--- config.mk ---
export PLATFORM = sky130hd
export DESIGN_NAME = sync_length_crc16_frame_parser_top_flat
export DESIGN_NICKNAME = d
export VERILOG_FILES = /design/src/sclp_pkg.sv /design/src/sclp_if.sv /design/src/sclp_core.sv /design/src/sclp_out_buf.sv /design/src/sync_length_crc16_frame_parser_top.sv /design/src/flat_wrapper.sv
export SDC_FILE = /design/constraint.sdc
export NUM_CORES = 1
export LEC_CHECK = 0
export ABC_AREA = 1
export BUFFER_PORTS_ARGS = -buffer_cell sky130_fd_sc_hd__buf_4
export CELL_PAD_IN_SITES_DETAIL_PLACEMENT = 0
export CELL_PAD_IN_SITES_GLOBAL_PLACEMENT = 1
export CORE_MARGIN = 5
export CORE_UTILIZATION = 40
export CTS_CLUSTER_SIZE = 40
export DETAILED_ROUTE_END_ITERATION = 7
export GPL_TIMING_DRIVEN = 0
export PLACE_DENSITY_LB_ADDON = 0.1
export SYNTH_ARGS = -nofsm -noshare
export SYNTH_HDL_FRONTEND = slang
export SYNTH_HIERARCHICAL = 1
export SYNTH_SLANG_ARGS = --single-unit
--- constraint.sdc ---
create_clock -name i_clk -period 17.1 [get_ports i_clk]
set_clock_uncertainty 0.1 [all_clocks]
set_input_delay 0 -clock i_clk [delete_from_list [all_inputs] [get_ports i_clk]]
set_output_delay 0 -clock i_clk [all_outputs]
set_load 0.01 [all_outputs]
--- src/sclp_pkg.sv ---
// Package for the sync / length / CRC16 frame parser.
// Holds the protocol constants, the result record and the CRC and counter helpers.
// No dependencies.
`default_nettype none

package sclp_pkg;

    // Protocol bytes and CRC settings.
    localparam logic [7:0]  SYNC_A     = 8'hAA;
    localparam logic [7:0]  SYNC_B     = 8'h55;
    localparam logic [7:0]  FOOT_A     = 8'h0D;
    localparam logic [7:0]  FOOT_B     = 8'h0A;
    localparam logic [15:0] CRC_POLY   = 16'h1021;
    localparam logic [15:0] CRC_INIT   = 16'h0000;

    // Kinds of result item.
    localparam logic ITEM_PAYLOAD   = 1'b0;
    localparam logic ITEM_FRAME_END = 1'b1;

    // One result item.
    typedef struct packed {
        logic        item_kind;
        logic [7:0]  payload_byte;
        logic [7:0]  device_id;
        logic [7:0]  command_code;
        logic [15:0] payload_length;
        logic        crc_ok;
        logic        footer_ok;
        logic [31:0] frames_done;
        logic [31:0] crc_fail_count;
        logic [31:0] framing_error_count;
    } t_result;

    // One CRC16 update, MSB first, no reflection.
    function automatic logic [15:0] crc_byte(input logic [15:0] crc, input logic [7:0] b);
        logic [15:0] c;
        c = crc ^ {b, 8'h00};
        for (int k = 0; k < 8; k++) begin
            if (c[15]) begin
                c = {c[14:0], 1'b0} ^ CRC_POLY;
            end else begin
                c = {c[14:0], 1'b0};
            end
        end
        return c;
    endfunction

    // CRC after the sync pair, worked out at elaboration.
    localparam logic [15:0] CRC_AFTER_SYNC = crc_byte(crc_byte(CRC_INIT, SYNC_A), SYNC_B);

    // Saturating counter increment by a small amount.
    function automatic logic [31:0] sat_add(input logic [31:0] a, input logic [1:0] inc);
        logic [32:0] s;
        s = {1'b0, a} + {31'd0, inc};
        return s[32] ? 32'hFFFF_FFFF : s[31:0];
    endfunction

endpackage

`default_nettype wire

--- src/sclp_if.sv ---
// Channel interfaces for the frame parser: received bytes in, result items out.
// Depends on sclp_pkg for nothing but is compiled after it.
`default_nettype none

interface sclp_in_if;
    logic       valid;
    logic       ready;
    logic [7:0] rx_byte;
    logic       flush;

    modport source (output valid, output rx_byte, output flush, input ready);
    modport sink   (input valid, input rx_byte, input flush, output ready);
endinterface

interface sclp_out_if;
    logic        valid;
    logic        ready;
    logic        item_kind;
    logic [7:0]  payload_byte;
    logic [7:0]  device_id;
    logic [7:0]  command_code;
    logic [15:0] payload_length;
    logic        crc_ok;
    logic        footer_ok;
    logic [31:0] frames_done;
    logic [31:0] crc_fail_count;
    logic [31:0] framing_error_count;

    modport source (output valid, output item_kind, output payload_byte, output device_id,
                    output command_code, output payload_length, output crc_ok,
                    output footer_ok, output frames_done, output crc_fail_count,
                    output framing_error_count, input ready);
    modport sink   (input valid, input item_kind, input payload_byte, input device_id,
                    input command_code, input payload_length, input crc_ok,
                    input footer_ok, input frames_done, input crc_fail_count,
                    input framing_error_count, output ready);
endinterface

`default_nettype wire

--- src/sclp_core.sv ---
// Parse engine: phase machine, header capture, running CRC and error counters.
// Depends on sclp_pkg.
`default_nettype none

module sclp_core
    import sclp_pkg::*;
(
    input  wire logic     i_clk,
    input  wire logic     i_rst_n,
    input  wire logic     i_go,
    input  wire logic [7:0] i_byte,
    input  wire logic     i_flush,
    output logic          o_res_valid,
    output t_result       o_res
);

    typedef enum logic [3:0] {
        PH_HUNT_A, PH_HUNT_B, PH_DEV, PH_CMD, PH_LEN_LO, PH_LEN_HI,
        PH_PAYLOAD, PH_CRC_LO, PH_CRC_HI, PH_FOOT_A, PH_FOOT_B
    } t_phase;

    t_phase      r_phase,    n_phase;
    logic [7:0]  r_device,   n_device;
    logic [7:0]  r_command,  n_command;
    logic [15:0] r_length,   n_length;
    logic [15:0] r_seen,     n_seen;
    logic [15:0] r_crc,      n_crc;
    logic [15:0] r_rx_crc,   n_rx_crc;
    logic        r_foot_a,   n_foot_a;
    logic [31:0] r_frames,   n_frames;
    logic [31:0] r_crc_err,  n_crc_err;
    logic [31:0] r_frm_err,  n_frm_err;

    logic [15:0] crc_upd;
    logic [15:0] seen_inc;
    logic        fok;
    logic        cok;

    assign crc_upd  = crc_byte(r_crc, i_byte);
    assign seen_inc = r_seen + 16'd1;
    assign fok      = r_foot_a && (i_byte == FOOT_B);
    assign cok      = (r_rx_crc == r_crc);

    // Next state and result for the byte being processed.
    always_comb begin
        n_phase   = r_phase;
        n_device  = r_device;
        n_command = r_command;
        n_length  = r_length;
        n_seen    = r_seen;
        n_crc     = r_crc;
        n_rx_crc  = r_rx_crc;
        n_foot_a  = r_foot_a;
        n_frames  = r_frames;
        n_crc_err = r_crc_err;
        n_frm_err = r_frm_err;
        o_res_valid = 1'b0;
        o_res.item_kind    = ITEM_PAYLOAD;
        o_res.payload_byte = 8'd0;
        o_res.crc_ok       = 1'b0;
        o_res.footer_ok    = 1'b0;

        if (i_flush) begin
            n_phase = PH_HUNT_A;
        end else begin
            case (r_phase)
                PH_HUNT_B: begin
                    if (i_byte == SYNC_B) begin
                        n_crc   = CRC_AFTER_SYNC;
                        n_phase = PH_DEV;
                    end else if (i_byte == SYNC_A) begin
                        n_frm_err = sat_add(r_frm_err, 2'd1);
                    end else begin
                        n_frm_err = sat_add(r_frm_err, 2'd2);
                        n_phase   = PH_HUNT_A;
                    end
                end
                PH_DEV: begin
                    n_device = i_byte;
                    n_crc    = crc_upd;
                    n_phase  = PH_CMD;
                end
                PH_CMD: begin
                    n_command = i_byte;
                    n_crc     = crc_upd;
                    n_phase   = PH_LEN_LO;
                end
                PH_LEN_LO: begin
                    n_length = {8'd0, i_byte};
                    n_crc    = crc_upd;
                    n_phase  = PH_LEN_HI;
                end
                PH_LEN_HI: begin
                    n_length = {i_byte, r_length[7:0]};
                    n_crc    = crc_upd;
                    n_seen   = 16'd0;
                    n_phase  = ({i_byte, r_length[7:0]} == 16'd0) ? PH_CRC_LO : PH_PAYLOAD;
                end
                PH_PAYLOAD: begin
                    n_crc  = crc_upd;
                    n_seen = seen_inc;
                    if (seen_inc == r_length) begin
                        n_phase = PH_CRC_LO;
                    end
                    o_res_valid        = 1'b1;
                    o_res.payload_byte = i_byte;
                end
                PH_CRC_LO: begin
                    n_rx_crc = {8'd0, i_byte};
                    n_phase  = PH_CRC_HI;
                end
                PH_CRC_HI: begin
                    n_rx_crc = {i_byte, r_rx_crc[7:0]};
                    n_phase  = PH_FOOT_A;
                end
                PH_FOOT_A: begin
                    n_foot_a = (i_byte == FOOT_A);
                    n_phase  = PH_FOOT_B;
                end
                PH_FOOT_B: begin
                    if (!cok) begin
                        n_crc_err = sat_add(r_crc_err, 2'd1);
                    end
                    if (!fok) begin
                        n_frm_err = sat_add(r_frm_err, 2'd1);
                    end
                    n_frames           = sat_add(r_frames, 2'd1);
                    n_phase            = PH_HUNT_A;
                    o_res_valid        = 1'b1;
                    o_res.item_kind    = ITEM_FRAME_END;
                    o_res.crc_ok       = cok;
                    o_res.footer_ok    = fok;
                end
                default: begin
                    // Hunting for the first sync byte.
                    if (i_byte == SYNC_A) begin
                        n_phase = PH_HUNT_B;
                    end else begin
                        n_frm_err = sat_add(r_frm_err, 2'd1);
                        n_phase   = PH_HUNT_A;
                    end
                end
            endcase
        end

        // Header and counter fields show this byte's updated values.
        o_res.device_id           = r_device;
        o_res.command_code        = r_command;
        o_res.payload_length      = r_length;
        o_res.frames_done         = n_frames;
        o_res.crc_fail_count      = n_crc_err;
        o_res.framing_error_count = n_frm_err;
        o_res_valid               = o_res_valid && i_go;
    end

    // Parser state, updated only when a byte is processed.
    always_ff @(posedge i_clk) begin
        if (!i_rst_n) begin
            r_phase   <= PH_HUNT_A;
            r_device  <= 8'd0;
            r_command <= 8'd0;
            r_length  <= 16'd0;
            r_seen    <= 16'd0;
            r_crc     <= CRC_INIT;
            r_rx_crc  <= 16'd0;
            r_foot_a  <= 1'b0;
            r_frames  <= 32'd0;
            r_crc_err <= 32'd0;
            r_frm_err <= 32'd0;
        end else if (i_go) begin
            r_phase   <= n_phase;
            r_device  <= n_device;
            r_command <= n_command;
            r_length  <= n_length;
            r_seen    <= n_seen;
            r_crc     <= n_crc;
            r_rx_crc  <= n_rx_crc;
            r_foot_a  <= n_foot_a;
            r_frames  <= n_frames;
            r_crc_err <= n_crc_err;
            r_frm_err <= n_frm_err;
        end
    end

endmodule

`default_nettype wire

--- src/sclp_out_buf.sv ---
// Two-entry result register that parts the parse engine from the output channel.
// Depends on sclp_pkg for the result record.
`default_nettype none

module sclp_out_buf
    import sclp_pkg::*;
(
    input  wire logic i_clk,
    input  wire logic i_rst_n,
    input  wire logic i_push,
    input  t_result   i_data,
    output logic      o_space,
    output logic      o_valid,
    input  wire logic i_ready,
    output t_result   o_data
);

    t_result    r_mem [2];
    logic       r_wr_ptr;
    logic       r_rd_ptr;
    logic [1:0] r_count;
    logic       pop;

    // Space is judged from the stored count alone, so no ready path runs through.
    assign o_space = (r_count != 2'd2);
    assign o_valid = (r_count != 2'd0);
    assign o_data  = r_mem[r_rd_ptr];
    assign pop     = o_valid && i_ready;

    // Entry storage.
    always_ff @(posedge i_clk) begin
        if (i_push) begin
            r_mem[r_wr_ptr] <= i_data;
        end
    end

    // Pointers and fill count.
    always_ff @(posedge i_clk) begin
        if (!i_rst_n) begin
            r_wr_ptr <= 1'b0;
            r_rd_ptr <= 1'b0;
            r_count  <= 2'd0;
        end else begin
            if (i_push) begin
                r_wr_ptr <= ~r_wr_ptr;
            end
            if (pop) begin
                r_rd_ptr <= ~r_rd_ptr;
            end
            case ({i_push, pop})
                2'b10:   r_count <= r_count + 2'd1;
                2'b01:   r_count <= r_count - 2'd1;
                default: r_count <= r_count;
            endcase
        end
    end

endmodule

`default_nettype wire

--- src/sync_length_crc16_frame_parser_top.sv ---
// Top level of the sync / length / CRC16 frame parser.
// Holds the input register; uses sclp_pkg, sclp_if, sclp_core and sclp_out_buf.
//
// Usage:
//   i_in carries received bytes (rx_byte) with a flush flag; a transfer with
//   flush set drops any partial frame and restarts the sync hunt.
//   o_out carries one result item per payload byte and one frame-end item
//   after the footer, each with the frame header and the three saturating
//   counters as they stand after that byte.
// Timing:
//   One byte per cycle sustained while the result buffer has room. A byte
//   is held in the input register, where the phase step and the one-byte CRC
//   update run, and its result is written into the result buffer, which drives o_out.
//   Header, sync, CRC and first footer bytes produce no item, nor do flush transfers.
// Reset:
//   Synchronous active-low reset returns to the sync hunt and clears all
//   counters; no item is pending afterwards.
// Stalls:
//   A two-entry result buffer absorbs one extra item; while it is full the
//   input register holds its byte and i_in.ready falls. No item is dropped.
`default_nettype none

module sync_length_crc16_frame_parser_top
    import sclp_pkg::*;
(
    input  wire logic  i_clk,
    input  wire logic  i_rst_n,
    sclp_in_if.sink    i_in,
    sclp_out_if.source o_out
);

    logic       r_in_valid;
    logic [7:0] r_in_byte;
    logic       r_in_flush;
    logic       proc_go;
    logic       buf_space;
    logic       res_valid;
    t_result    res;
    t_result    out_data;

    // The held byte is processed whenever the result buffer has room.
    assign proc_go    = r_in_valid && buf_space;
    assign i_in.ready = !r_in_valid || proc_go;

    // Input register.
    always_ff @(posedge i_clk) begin
        if (!i_rst_n) begin
            r_in_valid <= 1'b0;
        end else if (i_in.ready) begin
            r_in_valid <= i_in.valid;
        end
    end

    always_ff @(posedge i_clk) begin
        if (i_in.ready && i_in.valid) begin
            r_in_byte  <= i_in.rx_byte;
            r_in_flush <= i_in.flush;
        end
    end

    sclp_core u_core (
        .i_clk       (i_clk),
        .i_rst_n     (i_rst_n),
        .i_go        (proc_go),
        .i_byte      (r_in_byte),
        .i_flush     (r_in_flush),
        .o_res_valid (res_valid),
        .o_res       (res)
    );

    sclp_out_buf u_out_buf (
        .i_clk   (i_clk),
        .i_rst_n (i_rst_n),
        .i_push  (res_valid),
        .i_data  (res),
        .o_space (buf_space),
        .o_valid (o_out.valid),
        .i_ready (o_out.ready),
        .o_data  (out_data)
    );

    // Result fields onto the output channel.
    assign o_out.item_kind           = out_data.item_kind;
    assign o_out.payload_byte        = out_data.payload_byte;
    assign o_out.device_id           = out_data.device_id;
    assign o_out.command_code        = out_data.command_code;
    assign o_out.payload_length      = out_data.payload_length;
    assign o_out.crc_ok              = out_data.crc_ok;
    assign o_out.footer_ok           = out_data.footer_ok;
    assign o_out.frames_done         = out_data.frames_done;
    assign o_out.crc_fail_count      = out_data.crc_fail_count;
    assign o_out.framing_error_count = out_data.framing_error_count;

endmodule

`default_nettype wire
--- src/flat_wrapper.sv ---
// flat-port wrapper written by rule: the top's interface ports become plain ports
module sync_length_crc16_frame_parser_top_flat import sclp_pkg::*;
  (i_clk, i_rst_n, i_in_valid, i_in_rx_byte, i_in_flush, i_in_ready, o_out_valid, o_out_item_kind, o_out_payload_byte, o_out_device_id, o_out_command_code, o_out_payload_length, o_out_crc_ok, o_out_footer_ok, o_out_frames_done, o_out_crc_fail_count, o_out_framing_error_count, o_out_ready);
  sclp_in_if i_in_i ();
  sclp_out_if o_out_i ();
  input  wire logic i_clk;
  input  wire logic i_rst_n;
  input wire logic [$bits(i_in_i.valid)-1:0] i_in_valid;
  input wire logic [$bits(i_in_i.rx_byte)-1:0] i_in_rx_byte;
  input wire logic [$bits(i_in_i.flush)-1:0] i_in_flush;
  output wire logic [$bits(i_in_i.ready)-1:0] i_in_ready;
  output wire logic [$bits(o_out_i.valid)-1:0] o_out_valid;
  output wire logic [$bits(o_out_i.item_kind)-1:0] o_out_item_kind;
  output wire logic [$bits(o_out_i.payload_byte)-1:0] o_out_payload_byte;
  output wire logic [$bits(o_out_i.device_id)-1:0] o_out_device_id;
  output wire logic [$bits(o_out_i.command_code)-1:0] o_out_command_code;
  output wire logic [$bits(o_out_i.payload_length)-1:0] o_out_payload_length;
  output wire logic [$bits(o_out_i.crc_ok)-1:0] o_out_crc_ok;
  output wire logic [$bits(o_out_i.footer_ok)-1:0] o_out_footer_ok;
  output wire logic [$bits(o_out_i.frames_done)-1:0] o_out_frames_done;
  output wire logic [$bits(o_out_i.crc_fail_count)-1:0] o_out_crc_fail_count;
  output wire logic [$bits(o_out_i.framing_error_count)-1:0] o_out_framing_error_count;
  input wire logic [$bits(o_out_i.ready)-1:0] o_out_ready;
  assign i_in_i.valid = i_in_valid;
  assign i_in_i.rx_byte = i_in_rx_byte;
  assign i_in_i.flush = i_in_flush;
  assign i_in_ready = i_in_i.ready;
  assign o_out_valid = o_out_i.valid;
  assign o_out_item_kind = o_out_i.item_kind;
  assign o_out_payload_byte = o_out_i.payload_byte;
  assign o_out_device_id = o_out_i.device_id;
  assign o_out_command_code = o_out_i.command_code;
  assign o_out_payload_length = o_out_i.payload_length;
  assign o_out_crc_ok = o_out_i.crc_ok;
  assign o_out_footer_ok = o_out_i.footer_ok;
  assign o_out_frames_done = o_out_i.frames_done;
  assign o_out_crc_fail_count = o_out_i.crc_fail_count;
  assign o_out_framing_error_count = o_out_i.framing_error_count;
  assign o_out_i.ready = o_out_ready;
  sync_length_crc16_frame_parser_top u_core (.i_clk(i_clk), .i_rst_n(i_rst_n), .i_in(i_in_i), .o_out(o_out_i));
endmodule
==> results of run 1 <==
==> state kept, by name, summed over array words and instances (netlist names), 16 cells and up, named ones only <==
register / cells
u_core/u_out_buf/r_mem: 278
u_core/u_core/r_crc_err: 32
u_core/u_core/r_frames: 32
u_core/u_core/r_frm_err: 32
u_core/u_core/r_crc: 16
u_core/u_core/r_length: 16
u_core/u_core/r_rx_crc: 16
u_core/u_core/r_seen: 16
==> metrics by stage <==
stage	setup slack (ps)	power, mW	instances	instance area [um^2]	hold WS [ps]
detailed placement	12960	1.483	3708	26190	81.62
floorplan	8911	1.402	2776	23930	-1.131
global route	12220	2.801	3828	28290	39.83
global placement	3967	1.480	3702	26050	79.45
CTS	12510	2.724	3827	28280	3.066
finish	12470	2.693	3828	28290	40.55
==> final cells by class <==
class | instances | area [um^2] | area share, %
inverters | 334 | 1259 | 4.449
well taps | 773 | 967.2 | 3.419
clock buffers | 61 | 1386 | 4.900
plain buffers | 114 | 615.6 | 2.176
clock inverters | 36 | 486.7 | 1.720
multi-input cells | 1854 | 9707 | 34.31
flip-flops and latches | 474 | 12360 | 43.70
repair buffers | 182 | 1506 | 5.325
==> where the power goes <==
part           internal (mW)  leakage [nW]  switching (mW)
sequential              1.23          4.08          0.0234
clock                  0.748         0.920           0.481
combinational         0.0624          6.14           0.149
==> path summary, 6_finish.rpt <==
path                                       startpoint                                  endpoint  slack [ps]  cells after the start
min reg2reg   u_core/u_core/r_command[1]$_SDFFE_PN0P_  u_core/u_out_buf/r_mem[0][115]$_DFFE_PP_         360                      0
max reg2reg  u_core/u_out_buf/r_count[0]$_SDFFE_PN0P_  u_core/u_out_buf/r_count[1]$_SDFFE_PN0P_       12470                     19
min                                   i_in_rx_byte[4]             u_core/r_in_byte[4]$_DFFE_PP_          40                      2
max          u_core/u_out_buf/r_count[0]$_SDFFE_PN0P_  u_core/u_out_buf/r_count[1]$_SDFFE_PN0P_       12470                     19
==> synth_stat cells (all sizes together) <==
master     n  share of area (%)
mux2     139                6.5
clkbuf    60               0.95
nand3    253                5.4
a211oi     5               0.16
a32oi      2              0.073
nor4      12               0.34
dfxtp    187                 16
o22ai      1              0.026
and3       1              0.026
ha         6               0.31
nand4     48                1.3
or2        7               0.18
o221a      5               0.24
buf       54                1.6
nand3b     3              0.094
nand2    587                9.4
o21a       1              0.031
a21oi    166                3.5
o21ai    213                4.5
nor3      36               0.88
inv      332                5.2
nor2     300                5.1
o21bai     1              0.031
xnor2     20               0.73
a31oi      8               0.21
xor2      30                1.1
edfxtp   287                 36
a22oi      4               0.13
o211ai     3              0.094
clkinv     2              0.031
o31ai      2              0.063
o2111ai    1              0.037
==> layer usage <==
layer | vias to the layer above | global-route usage [%] | part of all wire, %
met4 | 0 | 5.860 | 2.5
met3 | 120 | 4.303 | 6.5
met5 | - | 0 | 0
met2 | 577 | 37.14 | 46
li1 | 9792 | - | -
met1 | 9672 | 31.46 | 45
==> logic make-up (layout without fill, tap and decap cells) <==
| family | Yosys count | in the layout | share of synthesized area (%) |
|---|---|---|---|
| AO/OA/AOI/OAI | 412 | 412 | 9.056 |
| XOR/XNOR | 50 | 50 | 1.830 |
| adder cells (fa/ha/maj) | 6 | 6 | 0.3137 |
| buffers and inverters | 448 | 727 | 7.811 |
| flip-flops | 474 | 474 | 51.66 |
| multiplexers | 139 | 139 | 6.541 |
| AND/OR/NAND/NOR | 1247 | 1247 | 22.79 |
==> impl_metrics.py, run 1 <==
metrics = {
    "run_status": {
        "status": "finished, final reports clean",
    },
    "timing": {
        "fmax_mhz": 216.1,
        "setup_tns_ps": 0,
        "maxSlewViolCount": 0,
        "tightest_slew_ps": 1234,
        "timing.final.crit_period_ps": 4627,
        "period_share_pct": 27.06,
        "rsz0062_at_grt": "no",
        "setup-violations-final": 0,
        "slew_headroom_pct": 17.74,
        "hold_viol": 0,
    },
    "synth": {
        "synthesis.area_um2": 23930,
        "synth-seq-cells": 474,
        "ys_seq_area_share_pct": 51.66,
        "syn_area_per_cell_um2": 8.620,
        "ys.warnings.count": 6,
        "synthCells": 2776,
        "synth.distinct_cells": 50,
        "syn-num-nets": 2795,
    },
    "clock_tree": {
        "clkSinkCount": 474,
        "cts_resized": 0,
        "cts_setup_buffers": 0,
        "cts_root_buffer": "clkbuf_16",
        "cts_hold_buf": 22,
        "cts.path.max_buffers": 3,
        "clk-insertion-delay-late_ps": 610,
        "clkTransAtPathRegs_ps": 60,
        "tritoncts": "done",
        "numCtsBuffers": 52,
        "htree_num_levels": 2,
    },
    "detailed_routing": {
        "routed_wl_um": 75720,
        "route.detailed.drc": 0,
        "drt_iter0_drc": 1340,
        "drt-wirelength-per-cell_um": 19.78,
        "first_pass_iters": 5,
        "ant_nets": 0,
        "via_count": 20160,
        "viasPerCell": 5.267,
    },
    "cells_and_area": {
        "final_cell_mix": "568 x nand2_1, 318 x inv_1, 287 x edfxtp_1, 278 x nor2_1, 247 x nand3_1",
        "fin_util_pct": 47.84,
        "fillCellCount": 5751,
        "area_growth_pct": 18.22,
        "nNetsFinal": 3031,
        "n_antenna_cell": 0,
        "layout_commonest_cell": "nand2_1",
        "layout-drive-gt1-share_pct": 16.99,
    },
    "placed_design": {
        "port_buffers": 153,
        "dp_hpwl_um": 55410,
        "place_congestion": 0.9296,
    },
    "worst_setup_path": {
        "worstPathArrival_ps": 5010,
        "path_buf_inv": 11,
        "endpoint_kind": "register",
        "crit_family": "buffers and inverters",
        "crit_type": "reg2reg",
        "critPathRequiredTime_ps": 17490,
        "path_cells": "inv_1 -> nand2_1 -> nand2_1 -> inv_1 -> clkbuf_1 -> inv_1 -> nor2_1 -> buf_2 -> inv_1 -> clkbuf_1 -> a21oi_1 -> inv_1 -> ha_1 -> inv_1 -> nand4_1 -> nand2_1 -> dlygate4sd3_1 -> nor2_1 -> dlygate4sd3_1",
        "critPathSlowestCell": "dlygate4sd3_1",
        "path_max_fanout": 10,
        "startpoint_type": "register",
        "critPathMostFrequentCell": "inv_1",
        "cpPeakStageDelay_ps": 540,
    },
    "global_routing": {
        "grt_overflow_total": 0,
        "grt_pass1_vias": 19260,
        "grt_pass1_wl_um": 114400,
        "grt_use_total_pct": 22.75,
        "antenna_found_initial": 1,
        "grt_max_degree": 91,
    },
    "die": {
        "dieArea_um2": 64820,
        "dieWidth_um": 254.6,
        "start_util_pct": 40.47,
        "die_h_um": 254.6,
        "rows": 89,
        "ios": 154,
        "coreArea_um2": 59130,
    },
    "pwr": {
        "power_density_nw_per_um2": 95.18,
        "peakVddDrop_v": 0.00007249,
        "p_leak_nw": 11.14,
    },
    "worst_hold_path": {
        "hold_path_class": "in2reg",
    },
    "job": {
        "cap_violations": 0,
    },
}
Note: power is estimated with default switching activity, not from simulation.
==> inputs of run 2 (changes only) <==
clock period = 4.4 ns   (was 17.1 ns; I/O delays follow)
==> run 2 against run 1 <==
Against the previous run:
- power grew to 3.8 times the previous value
- sequential cell count unchanged
- combinational power increased to 3.9 times the previous value
- critical path type unchanged
- register-to-register slack lost 12000 ps
- sequential share of layout area fell by 0.064 points
- first-iteration DRC count rose by 10%
- maximum frequency up 19%
- critical path depth fell by 3
- clock power increased to 3.8 times the previous value
- final cell count grew 0.16%
- die area unchanged
- routed wire length shrank 0.87%
==> impl_metrics.py, run 2 (synthesis results as in run 1) <==
metrics = {
    "run_status": {
        "status": "finished, final reports clean",
    },
    "worst_hold_path": {
        "holdPathStages": 2,
        "hold_path_class": "in2reg",
        "worstHoldEndpoint": "u_core/r_in_byte[4]$_DFFE_PP_",
        "hp-start": "i_in_rx_byte[4]",
    },
    "timing": {
        "setup_tns_ps": 0,
        "maxSlewViolCount": 0,
        "hold_slack_ps": 43.22,
        "rsz0062_at_grt": "no",
        "period_share_pct": 88.62,
        "fmax_mhz": 256.5,
        "setup-violations-final": 0,
        "tightest_slew_ps": 1142,
        "timing.final.crit_period_ps": 3899,
        "hold_viol": 0,
        "slew_headroom_pct": 23.86,
    },
    "clock_tree": {
        "htree_num_levels": 2,
        "clk-insertion-delay-late_ps": 610,
        "cts_root_buffer": "clkbuf_16",
        "tritoncts": "done",
        "numCtsBuffers": 52,
        "clkTransAtPathRegs_ps": 60,
        "cts.path.max_buffers": 3,
        "clkSinkCount": 474,
    },
    "cells_and_area": {
        "layout-drive-gt1-share_pct": 17.16,
        "area_growth_pct": 18.39,
        "largest_reg_flops": 278,
        "regMostFlops": "u_core/u_out_buf/r_mem",
        "final_cell_mix": "568 x nand2_1, 317 x inv_1, 287 x edfxtp_1, 278 x nor2_1, 247 x nand3_1",
        "nNetsFinal": 3034,
        "layout_commonest_cell": "nand2_1",
        "fin_util_pct": 47.91,
        "fillCellCount": 5724,
    },
    "die": {
        "coreArea_um2": 59130,
        "die_h_um": 254.6,
        "start_util_pct": 40.47,
        "dieArea_um2": 64820,
        "rows": 89,
        "dieWidth_um": 254.6,
        "ios": 154,
    },
    "global_routing": {
        "antenna_found_initial": 0,
        "grt_max_degree": 38,
        "grt_use_total_pct": 22.72,
        "grt_pass1_wl_um": 115000,
        "grt_pass1_vias": 19480,
        "grt_overflow_total": 0,
    },
    "worst_setup_path": {
        "critPathRequiredTime_ps": 4610,
        "startpoint_type": "register",
        "worstPathArrival_ps": 4110,
        "crit_type": "reg2reg",
        "endpoint_kind": "register",
        "path_max_fanout": 28,
        "r2r_end": "u_core/u_out_buf/r_mem[1][114]$_DFFE_PP_",
        "critPathSlowestCell": "dfxtp_1",
        "cpPeakStageDelay_ps": 380,
        "critPathMostFrequentCell": "buf_12",
        "worst_r2r_path_depth": 16,
        "r2r-start": "u_core/u_out_buf/r_count[0]$_SDFFE_PN0P_",
        "path_cells": "inv_1 -> nand2_1 -> nand2_1 -> inv_1 -> clkbuf_1 -> inv_1 -> nor2_1 -> buf_2 -> clkinvlp_4 -> a21oi_2 -> nand2_1 -> clkinvlp_4 -> buf_12 -> buf_12 -> buf_12 -> buf_12",
        "regToRegSetupSlack_ps": 500,
    },
    "pwr": {
        "p_leak_nw": 11.13,
        "peakVddDrop_v": 0.0002773,
        "power_density_nw_per_um2": 364.3,
    },
    "detailed_routing": {
        "route.detailed.drc": 0,
        "first_pass_iters": 5,
        "drt_iter0_drc": 1475,
        "viasPerCell": 5.219,
        "drt-wirelength-per-cell_um": 19.58,
        "ant_nets": 0,
        "via_count": 20010,
        "routed_wl_um": 75060,
    },
    "placed_design": {
        "port_buffers": 153,
        "place_congestion": 0.9451,
        "dp_hpwl_um": 55560,
    },
    "job": {
        "cap_violations": 0,
    },
}
[run 2: changes by cell type in the layout (fill, tap and decap cells not counted), sizes merged]
cell,delta
buf,+7
bufinv,-4
clkinv,-8
clkbuf,+9
dlygate4sd3,-3
diode,+2
clkinvlp,+3
[run 2: routing by layer]
metal  vias up  share of wire [%]  global-route usage, %
li1       9790                  -                      -
met1      9582                 46                  31.95
met2       550                 47                  37.78
met3        86                5.2                  2.968
met4         0                2.0                  5.280
met5         -                  0                      0
[run 2: how the worst max path moves through the flow]
stage | from | endpoint | slack [ps] | cells after the start
after floorplan | u_core/u_out_buf/r_count[0]$_SDFFE_PN0P_ | u_core/u_out_buf/r_mem[0][0]$_DFFE_PP_ | 120 | 13
after CTS | u_core/u_out_buf/r_count[0]$_SDFFE_PN0P_ | u_core/u_out_buf/r_mem[1][128]$_DFFE_PP_ | 20 | 17
final | u_core/u_out_buf/r_count[0]$_SDFFE_PN0P_ | u_core/u_out_buf/r_mem[1][114]$_DFFE_PP_ | 500 | 16
after global routing | u_core/u_out_buf/r_count[0]$_SDFFE_PN0P_ | u_core/u_out_buf/r_mem[1][99]$_DFFE_PP_ | 180 | 16
after detailed placement | u_core/u_out_buf/r_count[0]$_SDFFE_PN0P_ | u_core/u_out_buf/r_mem[1][105]$_DFFE_PP_ | -2 | 17
after global placement | u_core/u_out_buf/r_count[0]$_SDFFE_PN0P_ | u_core/u_out_buf/r_mem[0][45]$_DFFE_PP_ | -2340 | 13
[run 2: critical path, delay by kind of cell (launching register included)]
kind            cells  cell delay, ps
compound gates      1             230
buf+inv            11            2300
flops               1             380
simple gates        4             540
[run 2: through the flow]
| step | cell area (um^2) | power [mW] | cells | worst slack [ps] |
|---|---|---|---|---|
| floorplan | 23940 | 5.448 | 2776 | 122.8 |
| global placement | 26060 | 5.748 | 3702 | -2343 |
| detailed placement | 26260 | 5.761 | 3712 | -1.771 |
| CTS | 28300 | 10.45 | 3830 | 22.86 |
| global route | 28330 | 10.74 | 3832 | 180.9 |
| finish | 28330 | 10.32 | 3834 | 500.6 |
[run 2: timing repair]
| action | 4_1_cts | 5_1_grt |
|---|---|---|
| hold buffers | 20 | 0 |
| setup buffers | 0 | 3 |
| gates resized for setup | 0 | 2 |
| endpoints found under the hold margin | 24 | 0 |
| setup endpoints to repair | 0 | 161 |
[run 2: cell type report]
cell class              count  area, um^2  area share (%)
plain buffers             113       611.8           2.160
clock buffers              71        1460           5.154
flip-flops and latches    474       12360           43.63
diodes                      2       5.005         0.01767
multi-input cells        1854        9711           34.28
repair buffers            186        1572           5.547
well taps                 773       967.2           3.414
clock inverters            27       381.6           1.347
inverters                 334        1261           4.452
[run 2: where the power goes]
part,switching [mW],leakage [nW],internal (mW)
Clock,1.86,0.887,2.77
Sequential,0.0904,4.08,4.78
Combinational,0.578,6.15,0.243
